--- src/hw/rtl/prc_pkg.sv ---
// Shared types, constants and sequencer states of the polygon ring centroid block.
package prc_pkg;

	localparam int FIELD_W          = 16;
	localparam int LIMIT_W          = 20;
	localparam int COORD_BITS_DEF   = 16;
	localparam int MAX_VERTICES_DEF = 4096;

	localparam logic [LIMIT_W-1:0] LIMIT_RESET = 20'd1;

	typedef struct packed {
		logic signed [FIELD_W-1:0] vertex_x;
		logic signed [FIELD_W-1:0] vertex_y;
		logic                      last_vertex;
	} vertex_t;

	typedef struct packed {
		logic signed [FIELD_W-1:0] centre_x;
		logic signed [FIELD_W-1:0] centre_y;
		logic                      degenerate;
		logic                      too_long;
	} centre_t;

	typedef enum logic [3:0] {
		ST_IDLE,
		ST_MUL1,
		ST_MUL2,
		ST_CROSS,
		ST_MUL3,
		ST_MUL4,
		ST_ACC,
		ST_DECIDE,
		ST_LOAD,
		ST_DIV,
		ST_DIVEND,
		ST_OUT
	} st_t;

endpackage

--- src/hw/rtl/polygon_ring_centroid.sv ---
// Area-weighted centroid of a polygon ring, one shared multiplier and one shared divider.
// The first vertex of a ring opens it without an edge; each further vertex within MAX_VERTICES runs one shoelace
// edge on the shared multiplier: four products, one subtract, one accumulate.
// A last vertex adds the closing edge and two restoring divisions of MOM_W steps each;
// a last vertex that opens the ring or is dropped runs the closing edge alone, and the
// result waits in the output step while a held result is stalled.
// Reset clears the sequencer, the vertex count and the output valid; the limit resets to 1.
module polygon_ring_centroid
	import prc_pkg::*;
#(
	parameter int COORD_BITS   = COORD_BITS_DEF,
	parameter int MAX_VERTICES = MAX_VERTICES_DEF
) (
	input  logic               clk,
	input  logic               arst_n,
	input  logic               vertex_valid,
	output logic               vertex_stall,
	input  vertex_t            vertex_data,
	output logic               centre_valid,
	input  logic               centre_stall,
	output centre_t            centre_data,
	input  logic               limit_valid,
	output logic               limit_ready,
	input  logic [LIMIT_W-1:0] limit_data
);

	localparam int CNT_W   = $clog2(MAX_VERTICES + 1);
	localparam int CROSS_W = 2 * COORD_BITS + 1;
	localparam int SUMC_W  = COORD_BITS + 1;
	localparam int PROD_W  = SUMC_W + CROSS_W;
	localparam int AREA_W  = CROSS_W + CNT_W;
	localparam int MOM_W   = PROD_W + CNT_W;
	localparam int CSUM_W  = COORD_BITS + CNT_W;
	localparam int DEN_W   = AREA_W + 2;
	localparam int DCNT_W  = $clog2(MOM_W);

	st_t state_q, state_d;

	logic [LIMIT_W-1:0] limit_q;
	logic [CNT_W-1:0]   count_q;
	logic               ovf_q;
	logic               closing_q;
	logic               sel_y_q;
	logic               centre_valid_q;

	logic signed [COORD_BITS-1:0] first_x_q, first_y_q, prev_x_q, prev_y_q, cur_x_q, cur_y_q;
	logic                         last_q;
	logic                         degen_q;
	logic signed [AREA_W-1:0]     area_q;
	logic signed [MOM_W-1:0]      mx_q, my_q;
	logic signed [CSUM_W-1:0]     csx_q, csy_q;
	logic signed [CROSS_W-1:0]    cross_q;
	logic signed [PROD_W-1:0]     prod_q;
	logic [DEN_W-1:0]             div_den_q, div_rem_q;
	logic [MOM_W-1:0]             div_quo_q;
	logic                         div_neg_q;
	logic [DCNT_W-1:0]            div_cnt_q;
	logic signed [COORD_BITS-1:0] res_x_q, res_y_q;
	centre_t                      centre_q;

	logic signed [COORD_BITS-1:0] in_x, in_y, b_x, b_y;
	logic signed [SUMC_W-1:0]     mul_a;
	logic signed [CROSS_W-1:0]    mul_b;
	logic signed [PROD_W-1:0]     mul_p;
	logic                         room;
	logic                         out_free;
	logic [AREA_W-1:0]            area_mag;
	logic                         degen_c;
	logic signed [DEN_W-1:0]      area3;
	logic signed [MOM_W-1:0]      ld_num;
	logic signed [DEN_W-1:0]      ld_den;
	logic [MOM_W-1:0]             num_mag;
	logic [DEN_W-1:0]             den_mag;
	logic [DEN_W:0]               div_shift, div_diff;
	logic                         div_bit;
	logic [MOM_W-1:0]             sat_lim;
	logic signed [COORD_BITS-1:0] sat_v;

	assign in_x = vertex_data.vertex_x[COORD_BITS-1:0];
	assign in_y = vertex_data.vertex_y[COORD_BITS-1:0];

	// The closing edge runs from the previous vertex back to the first one.
	assign b_x = closing_q ? first_x_q : cur_x_q;
	assign b_y = closing_q ? first_y_q : cur_y_q;

	assign room     = count_q < CNT_W'(MAX_VERTICES);
	assign out_free = !centre_valid_q || !centre_stall;
	assign mul_p    = mul_a * mul_b;

	assign area_mag = area_q[AREA_W-1] ? AREA_W'(-area_q) : AREA_W'(area_q);
	assign degen_c  = (area_q == '0) ||
		({{LIMIT_W{1'b0}}, area_mag} < {{AREA_W{1'b0}}, limit_q});

	assign area3  = DEN_W'(area_q) + (DEN_W'(area_q) <<< 1);
	assign ld_num = degen_q ? (sel_y_q ? MOM_W'(csy_q) : MOM_W'(csx_q))
		: (sel_y_q ? my_q : mx_q);
	assign ld_den = degen_q ? DEN_W'(count_q) : area3;
	assign num_mag = ld_num[MOM_W-1] ? MOM_W'(-ld_num) : MOM_W'(ld_num);
	assign den_mag = ld_den[DEN_W-1] ? DEN_W'(-ld_den) : DEN_W'(ld_den);

	// One restoring division step: shift in the next dividend bit and try the subtract.
	assign div_shift = {div_rem_q, div_quo_q[MOM_W-1]};
	assign div_diff  = div_shift - {1'b0, div_den_q};
	assign div_bit   = !div_diff[DEN_W];

	assign sat_lim = MOM_W'(1) << (COORD_BITS - 1);

	always_comb begin
		if (div_neg_q) begin
			if (div_quo_q > sat_lim) begin
				sat_v = {1'b1, {(COORD_BITS-1){1'b0}}};
			end else begin
				sat_v = '0 - div_quo_q[COORD_BITS-1:0];
			end
		end else begin
			if (div_quo_q >= sat_lim) begin
				sat_v = {1'b0, {(COORD_BITS-1){1'b1}}};
			end else begin
				sat_v = div_quo_q[COORD_BITS-1:0];
			end
		end
	end

	always_ff @(posedge clk or negedge arst_n) begin
		if (!arst_n) begin
			state_q <= ST_IDLE;
		end else begin
			state_q <= state_d;
		end
	end

	always_comb begin
		state_d = state_q;
		mul_a   = '0;
		mul_b   = '0;
		unique case (state_q)
			ST_IDLE: begin
				if (vertex_valid) begin
					if (count_q != '0 && room) begin
						state_d = ST_MUL1;
					end else if (vertex_data.last_vertex) begin
						state_d = ST_MUL1;
					end
				end
			end
			ST_MUL1: begin
				mul_a   = SUMC_W'(prev_x_q);
				mul_b   = CROSS_W'(b_y);
				state_d = ST_MUL2;
			end
			ST_MUL2: begin
				mul_a   = SUMC_W'(b_x);
				mul_b   = CROSS_W'(prev_y_q);
				state_d = ST_CROSS;
			end
			ST_CROSS: begin
				state_d = ST_MUL3;
			end
			ST_MUL3: begin
				mul_a   = SUMC_W'(prev_x_q) + SUMC_W'(b_x);
				mul_b   = cross_q;
				state_d = ST_MUL4;
			end
			ST_MUL4: begin
				mul_a   = SUMC_W'(prev_y_q) + SUMC_W'(b_y);
				mul_b   = cross_q;
				state_d = ST_ACC;
			end
			ST_ACC: begin
				if (closing_q) begin
					state_d = ST_DECIDE;
				end else if (last_q) begin
					state_d = ST_MUL1;
				end else begin
					state_d = ST_IDLE;
				end
			end
			ST_DECIDE: begin
				state_d = ST_LOAD;
			end
			ST_LOAD: begin
				state_d = ST_DIV;
			end
			ST_DIV: begin
				if (div_cnt_q == '0) begin
					state_d = ST_DIVEND;
				end
			end
			ST_DIVEND: begin
				state_d = sel_y_q ? ST_OUT : ST_LOAD;
			end
			ST_OUT: begin
				if (out_free) begin
					state_d = ST_IDLE;
				end
			end
			default: begin
				state_d = ST_IDLE;
			end
		endcase
	end

	always_ff @(posedge clk or negedge arst_n) begin
		if (!arst_n) begin
			limit_q        <= LIMIT_RESET;
			count_q        <= '0;
			ovf_q          <= 1'b0;
			closing_q      <= 1'b0;
			sel_y_q        <= 1'b0;
			centre_valid_q <= 1'b0;
		end else begin
			if (limit_valid) begin
				limit_q <= limit_data;
			end
			// A held result leaves when taken; the output step raises the next one.
			if (state_q == ST_OUT && out_free) begin
				centre_valid_q <= 1'b1;
			end else if (!centre_stall) begin
				centre_valid_q <= 1'b0;
			end
			case (state_q)
				ST_IDLE: begin
					if (vertex_valid) begin
						closing_q <= (count_q == '0) || !room;
						if (count_q == '0) begin
							count_q <= CNT_W'(1);
							ovf_q   <= 1'b0;
						end else if (room) begin
							count_q <= count_q + CNT_W'(1);
						end else begin
							ovf_q <= 1'b1;
						end
					end
				end
				ST_ACC: begin
					closing_q <= 1'b1;
				end
				ST_DECIDE: begin
					sel_y_q <= 1'b0;
				end
				ST_DIVEND: begin
					sel_y_q <= 1'b1;
				end
				ST_OUT: begin
					if (out_free) begin
						count_q <= '0;
						ovf_q   <= 1'b0;
					end
				end
				default: begin
				end
			endcase
		end
	end

	always_ff @(posedge clk) begin
		case (state_q)
			ST_IDLE: begin
				if (vertex_valid) begin
					cur_x_q <= in_x;
					cur_y_q <= in_y;
					last_q  <= vertex_data.last_vertex;
					if (count_q == '0) begin
						first_x_q <= in_x;
						first_y_q <= in_y;
						prev_x_q  <= in_x;
						prev_y_q  <= in_y;
						area_q    <= '0;
						mx_q      <= '0;
						my_q      <= '0;
						csx_q     <= CSUM_W'(in_x);
						csy_q     <= CSUM_W'(in_y);
					end else if (room) begin
						csx_q <= csx_q + CSUM_W'(in_x);
						csy_q <= csy_q + CSUM_W'(in_y);
					end
				end
			end
			ST_MUL1: begin
				prod_q <= mul_p;
			end
			ST_MUL2: begin
				prod_q  <= mul_p;
				cross_q <= CROSS_W'(prod_q);
			end
			ST_CROSS: begin
				cross_q <= cross_q - CROSS_W'(prod_q);
			end
			ST_MUL3: begin
				prod_q <= mul_p;
				area_q <= area_q + AREA_W'(cross_q);
			end
			ST_MUL4: begin
				prod_q <= mul_p;
				mx_q   <= mx_q + MOM_W'(prod_q);
			end
			ST_ACC: begin
				my_q <= my_q + MOM_W'(prod_q);
				if (!closing_q) begin
					prev_x_q <= cur_x_q;
					prev_y_q <= cur_y_q;
				end
			end
			ST_DECIDE: begin
				degen_q <= degen_c;
			end
			ST_LOAD: begin
				div_den_q <= den_mag;
				div_quo_q <= num_mag;
				div_rem_q <= '0;
				div_neg_q <= ld_num[MOM_W-1] ^ ld_den[DEN_W-1];
				div_cnt_q <= DCNT_W'(MOM_W - 1);
			end
			ST_DIV: begin
				div_rem_q <= div_bit ? div_diff[DEN_W-1:0] : div_shift[DEN_W-1:0];
				div_quo_q <= {div_quo_q[MOM_W-2:0], div_bit};
				div_cnt_q <= div_cnt_q - DCNT_W'(1);
			end
			ST_DIVEND: begin
				if (sel_y_q) begin
					res_y_q <= sat_v;
				end else begin
					res_x_q <= sat_v;
				end
			end
			ST_OUT: begin
				if (out_free) begin
					centre_q.centre_x   <= FIELD_W'(res_x_q);
					centre_q.centre_y   <= FIELD_W'(res_y_q);
					centre_q.degenerate <= degen_q;
					centre_q.too_long   <= ovf_q;
				end
			end
			default: begin
			end
		endcase
	end

	assign vertex_stall = (state_q != ST_IDLE);
	assign centre_valid = centre_valid_q;
	assign centre_data  = centre_q;
	assign limit_ready  = 1'b1;

	// A new result is only ever raised by the output step of the sequencer.
	a_valid_from_out: assert property (@(posedge clk) disable iff (!arst_n)
		$rose(centre_valid) |-> $past(state_q) == ST_OUT)
		else $error("result raised outside the output step");

	a_count_bound: assert property (@(posedge clk) disable iff (!arst_n)
		count_q <= CNT_W'(MAX_VERTICES))
		else $error("vertex count beyond the ring limit");

	a_overflow_flag: assert property (@(posedge clk) disable iff (!arst_n)
		vertex_valid && !vertex_stall && count_q == CNT_W'(MAX_VERTICES) |=> ovf_q)
		else $error("extra vertex did not mark the ring as too long");

	a_decide_after_close: assert property (@(posedge clk) disable iff (!arst_n)
		state_q == ST_DECIDE |-> closing_q)
		else $error("division started before the closing edge");

	// The divisor is never zero, so the partial remainder stays below it.
	a_div_remainder: assert property (@(posedge clk) disable iff (!arst_n)
		state_q == ST_DIV |-> div_rem_q < div_den_q)
		else $error("divider remainder out of range");

endmodule

--- config.mk ---
export PLATFORM = sky130hd
export DESIGN_NAME = polygon_ring_centroid
export DESIGN_NICKNAME = d
export VERILOG_FILES = /design/src/hw/rtl/prc_pkg.sv /design/src/hw/rtl/polygon_ring_centroid.sv
export SDC_FILE = /design/constraint.sdc
export NUM_CORES = 2
export LEC_CHECK = 0
export BUFFER_PORTS_ARGS = -buffer_cell sky130_fd_sc_hd__buf_4
export CAP_MARGIN = 20
export CORE_ASPECT_RATIO = 2
export CORE_MARGIN = 2
export CORE_UTILIZATION = 55
export DETAILED_ROUTE_END_ITERATION = 16
export PLACE_DENSITY = 0.71
export SLEW_MARGIN = 5
export SYNTH_ARGS = -nofsm -noshare
export SYNTH_HDL_FRONTEND = slang
export SYNTH_SLANG_ARGS = --single-unit
--- constraint.sdc ---
create_clock -name clk -period 12 [get_ports clk]
set_clock_uncertainty 0.05 [all_clocks]
set_input_delay 1.2 -clock clk [delete_from_list [all_inputs] [get_ports clk]]
set_output_delay 1.2 -clock clk [all_outputs]
set_load 0.005 [all_outputs]
[Yosys cells after proc, flatten, opt, wreduce, memory -nomap -nowiden]
Index checks and enable logic that the tools add are counted.
Cells by class
  $add $sub $neg: 16
  $mul: 1
  order comparisons: 4
  eq/ne operators: 20
  multiplexer cells: 62
  bitwise gates (word level): 2
  reductions and logical operators: 39
Operators with widths (count)
  63-bit 2-to-1 mux: 6
  63-bit case mux with 2 select lines: 3
  16-bit 2-to-1 mux: 11
  46-bit 2-to-1 mux: 3
  63-bit by 50-bit adder with 63-bit output: 2
  29-bit 2-to-1 mux: 4
  33-bit case mux with 3 select lines: 1
  48-bit 2-to-1 mux: 2
  48-bit case mux with 2 select lines: 1
  46-bit case mux with 2 select lines: 1
  17-bit case mux with 4 select lines: 1
  33-bit case mux with 2 select lines: 1
  16-bit case mux with 2 select lines: 2
  63-bit by 16-bit greater-or-equal comparator with 1-bit output (second input constant): 1
  63-bit by 16-bit greater-than comparator with 1-bit output (second input constant): 1
  63-bit negator: 1
  29-bit by 16-bit adder with 29-bit output: 2
  13-bit 2-to-1 mux: 4
  17-bit by 33-bit multiplier with 50-bit output: 1
  49-bit by 48-bit subtractor with 49-bit output: 1
  46-bit by 47-bit adder with 48-bit output: 1
  48-bit negator: 1
  4-bit case mux with 12 select lines: 1
  47-bit 2-to-1 mux: 1
  40 further kinds: 91
Storage, ports and cells
  flip-flop bits (word level): 684
  bits of input ports: 58
  output and inout bits: 37
  word-level logic and storage cells: 178

[Longest topological paths before layout]
  depth in word-level cells: 5
  gate-level depth with buffers: 44
  depth with buffers taken out: 40

[Worst setup path before layout]
OpenSTA, ideal clock, no wires.
  path kind: reg-to-reg
  start point: register closing_q
  end point: register prod_q[44] (data pin)
  arrival: 10.243 ns
  data required time: 11.687 ns
  path slack: 1.444 ns
  stages on the path, launching flop included: 42
  buffers on the path: 3
  clock period less this slack: 10.556 ns
  cells stage by stage: dfrtp_1 clkbuf_1 clkbuf_1 mux2_2 ha_1 inv_1 fa_1 nor2b_1 o21ai_0 nand2b_1 a21o_1 a21o_1 a21o_1 a41o_1 o41ai_1 o21ai_0 xor2_1 a221oi_1 [... 6 more ...] fa_1 fa_1 inv_1 fa_1 inv_1 ha_1 a21oi_1 o21ai_0 o21a_1 a221oi_1 a21oi_1 a41o_1 a31oi_1 o21ai_0 o311ai_0 nand2b_1 a21oi_1 xnor2_1
Between the ends
  cells in the longest elaborated chain, start to end: 4
  elaborated cells between the ends (all ways): 7
  those cells by class: 2 x add/sub; 1 x mul; 4 x mux
Ends and longest elaborated chain
  start: declaration: line polygon_ring_centroid.sv:42  | logic closing_q;
  start signal: assignment: line polygon_ring_centroid.sv:224  | closing_q <= (count_q == '0) || !room;
  16-bit 2-to-1 mux, on equally long branches: line polygon_ring_centroid.sv:84, polygon_ring_centroid.sv:83
  16-bit by 16-bit adder with 17-bit output, on equally long branches: line polygon_ring_centroid.sv:165, polygon_ring_centroid.sv:160
  17-bit case mux with 4 select lines: line polygon_ring_centroid.sv:136  | unique case (state_q)
  17-bit by 33-bit multiplier with 50-bit output (*): line polygon_ring_centroid.sv:88  | assign mul_p = mul_a * mul_b;
  via mul_p[44]: line polygon_ring_centroid.sv:64  | logic signed [PROD_W-1:0] mul_p;
  end signal: assignment: line polygon_ring_centroid.sv:280  | prod_q <= mul_p;
  end signal: assignment: line polygon_ring_centroid.sv:283  | prod_q <= mul_p;
  end signal: assignment: line polygon_ring_centroid.sv:290  | prod_q <= mul_p;
  end: declaration: line polygon_ring_centroid.sv:53  | logic signed [PROD_W-1:0] prod_q;
The timed path passes the listed nets; every way through them passes the cells marked *.
A chain may end at the register's enable or synchronous reset.

[Final worst setup path]
  start point: register closing_q
  end point: register prod_q[47] (data pin)
Same word-level chain as after synthesis.

==> results summary <==
The overall die area came out at 132000 um^2. The area of the placeable core is 128000 um^2. The post-cts resize count is 0. The routed layout has 58000 vias. The via count of the first global-routing pass came to 60500.

The post-detailed-route via-to-cell ratio came out at 6.13. The number of max-slew violations in the final report was 0. STA classifies the critical path endpoint as a flip-flop. Hold timing on the final database bottoms out at a slack of 369 ps. The share of the yosys chip area belonging to registers came out at 28.6%. STA classifies the critical path startpoint as a flip-flop.

The synthesized netlist cell count is 7736. The post-synthesis instance area is 71100 um^2. The library cell contributing the largest single delay on the critical path is dfrtp_4. The logic depth of the worst register-to-register path came out at 39. The total setup violations reported at the end of the flow is 0.

For this run the aggregate overflow at the end of global routing stands at 0. The tightest min-delay check is of the flip-flop to flip-flop type. Counting the buffers created by CTS gives 66.

The kind of cell with the highest combined delay along the critical path is compound AO/OA/AOI/OAI gates. Detailed placement finished with a half-perimeter wire length of 176000 um. The cell that appears most often on the critical path is fa_1. The routed wire length is 219000 um. The number of buffers inserted by hold repair at cts is 0. After Yosys synthesis, full adders, half adders and majority gates account for 25.4% of the synthesized area. The CTS clock-pin slew for the worst setup and hold paths came out at 80 ps. The final standard cell utilization of the core came out at 59.2%. Clock latency on the worst-skew pair, taken at its later pin, is 680 ps. The XOR/XNOR share of the synthesized area is 6.15%. The number of port buffers is 93. The relative max-transition margin is 9.60%. The critical path data arrival time came out at 11620 ps.

The mean instance size in the synthesized netlist is 9.19 um^2. The initial utilization of the core area, before any placement, comes to 55.3%. By startpoint and endpoint, the worst setup path is classified as flip-flop to flip-flop. The number of search-and-repair iterations in the first detailed-routing pass is 7.

The share of async-settable or async-resettable flops after synthesis came out at 5.99%. The synthesized-area fraction occupied by and/or/nand/nor cells came out at 15.1%. The transition time of the tightest slew-check pin came out at 1360 ps. The number of synthesized flops with an enable pin came out at 643. The horizontal extent of the die is 258 um.

95 I/O pins were placed. Buffers added to address setup during post-CTS repair amount to 0. Relative to the synthesized area, the layout overhead comes to 6.93%.

The number of nets with antenna violations after routing came out at 0. The initial antenna violation count is 1. Entering global routing, the biggest net connects 71 pins.

The share of synthesized area spent on multiplexers came out at 2.81%. The floorplan has 186 rows. The total number of clock tree sinks is 684.

For the final routed database, the setup TNS stands at 0 ps. The filler cell count in the final layout came out at 11300. The required time at the endpoint of the critical path is 12350 ps. The warning count from the yosys run came out at 0. The worst hold path depth is 0. The routability congestion estimate is 1.02. The total number of nets in the final design came out at 8888. The ratio of cells with drive above 1 in the final layout is 5.98%. Static timing analysis puts the maximum clock frequency at 88.7 MHz. The first-iteration detailed-routing DRC count came out at 4046. Global routing used 33.3% of the available tracks across all layers.

The post-detailed-route wirelength per cell came out at 23.2 um. The largest incremental delay on the critical path is 610 ps. The clock tree from TritonCTS is built. No sink is reached through more buffers than the 3 on the longest clock path.

The dominant combinational cell family by area after synthesis is adder cells. Setup repair after global routing left no endpoint under its margin. The area taken by flip-flops and latches came out at 20300 um^2. The synthesis-stage register bit count is 684. The share of the clock period used by the worst path after layout came out at 94.0%. The critical path depth in cells came out at 39. The run finished with clean final reports. The number of maximum-capacitance constraint violations came out at 0.

The count of H-tree levels built during CTS is 3. The largest driver fanout on the critical path is 26. In the synthesized netlist the dominant register cell turns out to be edfxtp_1. The root buffer selected by CTS is clkbuf_16.

The number of library cell types mapped by synthesis came out at 100. The number of buffer and inverter stages on the critical path is 5. The DRC violation count after routing is 0.

Summing the areas of all compound-gate instances in the mapped netlist gives 15.8% of the synthesized area. The net count after synthesis came out at 8910. The footprint of the multi-input gates is 46700 um^2.

The vertical die dimension came out at 512 um. Subtracting the final worst setup slack from the clock period gives 11280 ps. The final hold violation count was 0. The first global-routing pass estimated 337000 um of wire.
-- layer usage --
metal	part of all wire, %	GRT usage [%]	up-vias
li1	-	-	26700
met1	33	32.7	28500
met2	52	61.2	1976
met3	5.1	4.11	805
met4	10	28.6	0
met5	0	0	-
-- logic make-up (layout without fill, tap and decap cells) --
kind of cell	count (synthesis)	in the layout
other	1	2
multiplexers	153	153
buffers and inverters	1156	1183
adder cells (fa/ha/maj)	1116	1116
AO/OA/AOI/OAI	1756	1756
flip-flops	684	684
AND/OR/NAND/NOR	2371	2371
XOR/XNOR	499	499
-- worst paths after layout --
path / start / endpoint / slack (ps)
worst max-delay path: closing_q$_DFFE_PN0P_ / prod_q[47]$_DFFE_PN_ / 720
worst min-delay path: res_x_q[7]$_DFFE_PP_ / centre_data[25]$_DFFE_PP_ / 370
worst max register to register: closing_q$_DFFE_PN0P_ / prod_q[47]$_DFFE_PN_ / 720
worst min register to register: res_x_q[7]$_DFFE_PP_ / centre_data[25]$_DFFE_PP_ / 370
max in group asynchronous: arst_n / closing_q$_DFFE_PN0P_ / 11000
min in group asynchronous: arst_n / limit_q[1]$_DFFE_PN0P_ / 460
-- layout by cell type, fill, tap and decap left out, types with 51 or more instances in the layout --
cell type / netlist / final
o21ai_0: 407 / 406
inv_1: 867 / 867
buf_4: 4 / 197
nand4_1: 61 / 61
a211oi_1: 58 / 56
xor2_1: 214 / 213
nor2_1: 842 / 835
o21bai_1: 66 / 66
nor2b_1: 60 / 60
fa_1: 546 / 546
a21oi_1: 481 / 475
a21o_1: 257 / 257
clkbuf_16: 0 / 68
o31ai_1: 51 / 51
nor3_1: 112 / 107
ha_1: 570 / 570
nand2_1: 782 / 777
and3_1: 87 / 87
xnor2_1: 285 / 285
edfxtp_1: 643 / 643
nand2b_1: 92 / 92
o21a_1: 64 / 64
a31oi_1: 67 / 65
nand3_1: 111 / 111
mux2i_1: 84 / 84
-- cell usage after synthesis, drive strengths merged (15+ instances only) --
master	n	area, um^2
a221o	18	180
or3	39	244
nand4	61	382
and4	19	166
nor3	113	571
edfxtp	643	19300
o41ai	17	175
mux2	37	417
nand2	782	2940
o21bai	66	495
a221oi	32	280
nor2b	60	375
or2	24	153
a22oi	15	126
a21oi	481	2410
mux2i	84	841
mux4	32	743
o21ai	424	2130
o31ai	52	395
ha	570	7130
a21o	257	1930
o211ai	33	248
nand2b	92	576
clkbuf	248	931
buf	40	203
o311ai	17	149
a211oi	58	435
xor2	214	1870
dfrtp	40	1000
nor4	41	308
and2	50	313
nor2	843	3170
xnor2	285	2500
and3	87	544
inv	867	3250
fa	546	10900
nand3	113	583
o21a	64	480
a31oi	68	432
-- area by class of cell --
cell class,instances,area share (%)
Inverter,868,4.29
Clock inverter,39,0.510
Multi-Input combinational cell,5896,61.4
Timing Repair Buffer,198,1.96
Tap cell,1692,2.78
Sequential cell,684,26.8
Clock buffer,78,2.30
Antenna cell,1,0.00329
-- state kept, by name (all words and copies together), names as in the netlist, 16 cells and up --
name         flops
div_quo_q       63
mx_q            63
my_q            63
prod_q          50
div_den_q       48
div_rem_q       48
area_q          46
centre_data     34
cross_q         33
csx_q           29
csy_q           29
limit_q         20
cur_x_q         16
cur_y_q         16
first_x_q       16
first_y_q       16
prev_x_q        16
prev_y_q        16
res_x_q         16
res_y_q         16
-- per-stage QoR --
| step | setup WS (ps) | instances | area [um^2] |
|---|---|---|---|
| after floorplan | 1440 | 7736 | 71100 |
| after global placement | 850 | 9336 | 73900 |
| after detailed placement | 839 | 9336 | 73900 |
| after CTS | 778 | 9453 | 76000 |
| after global routing | 40.2 | 9456 | 76000 |
| final | 724 | 9456 | 76000 |
Power is left out: the tool's default activity adds up to more than one toggle a clock period on the data nets, which glitch-free logic cannot reach.
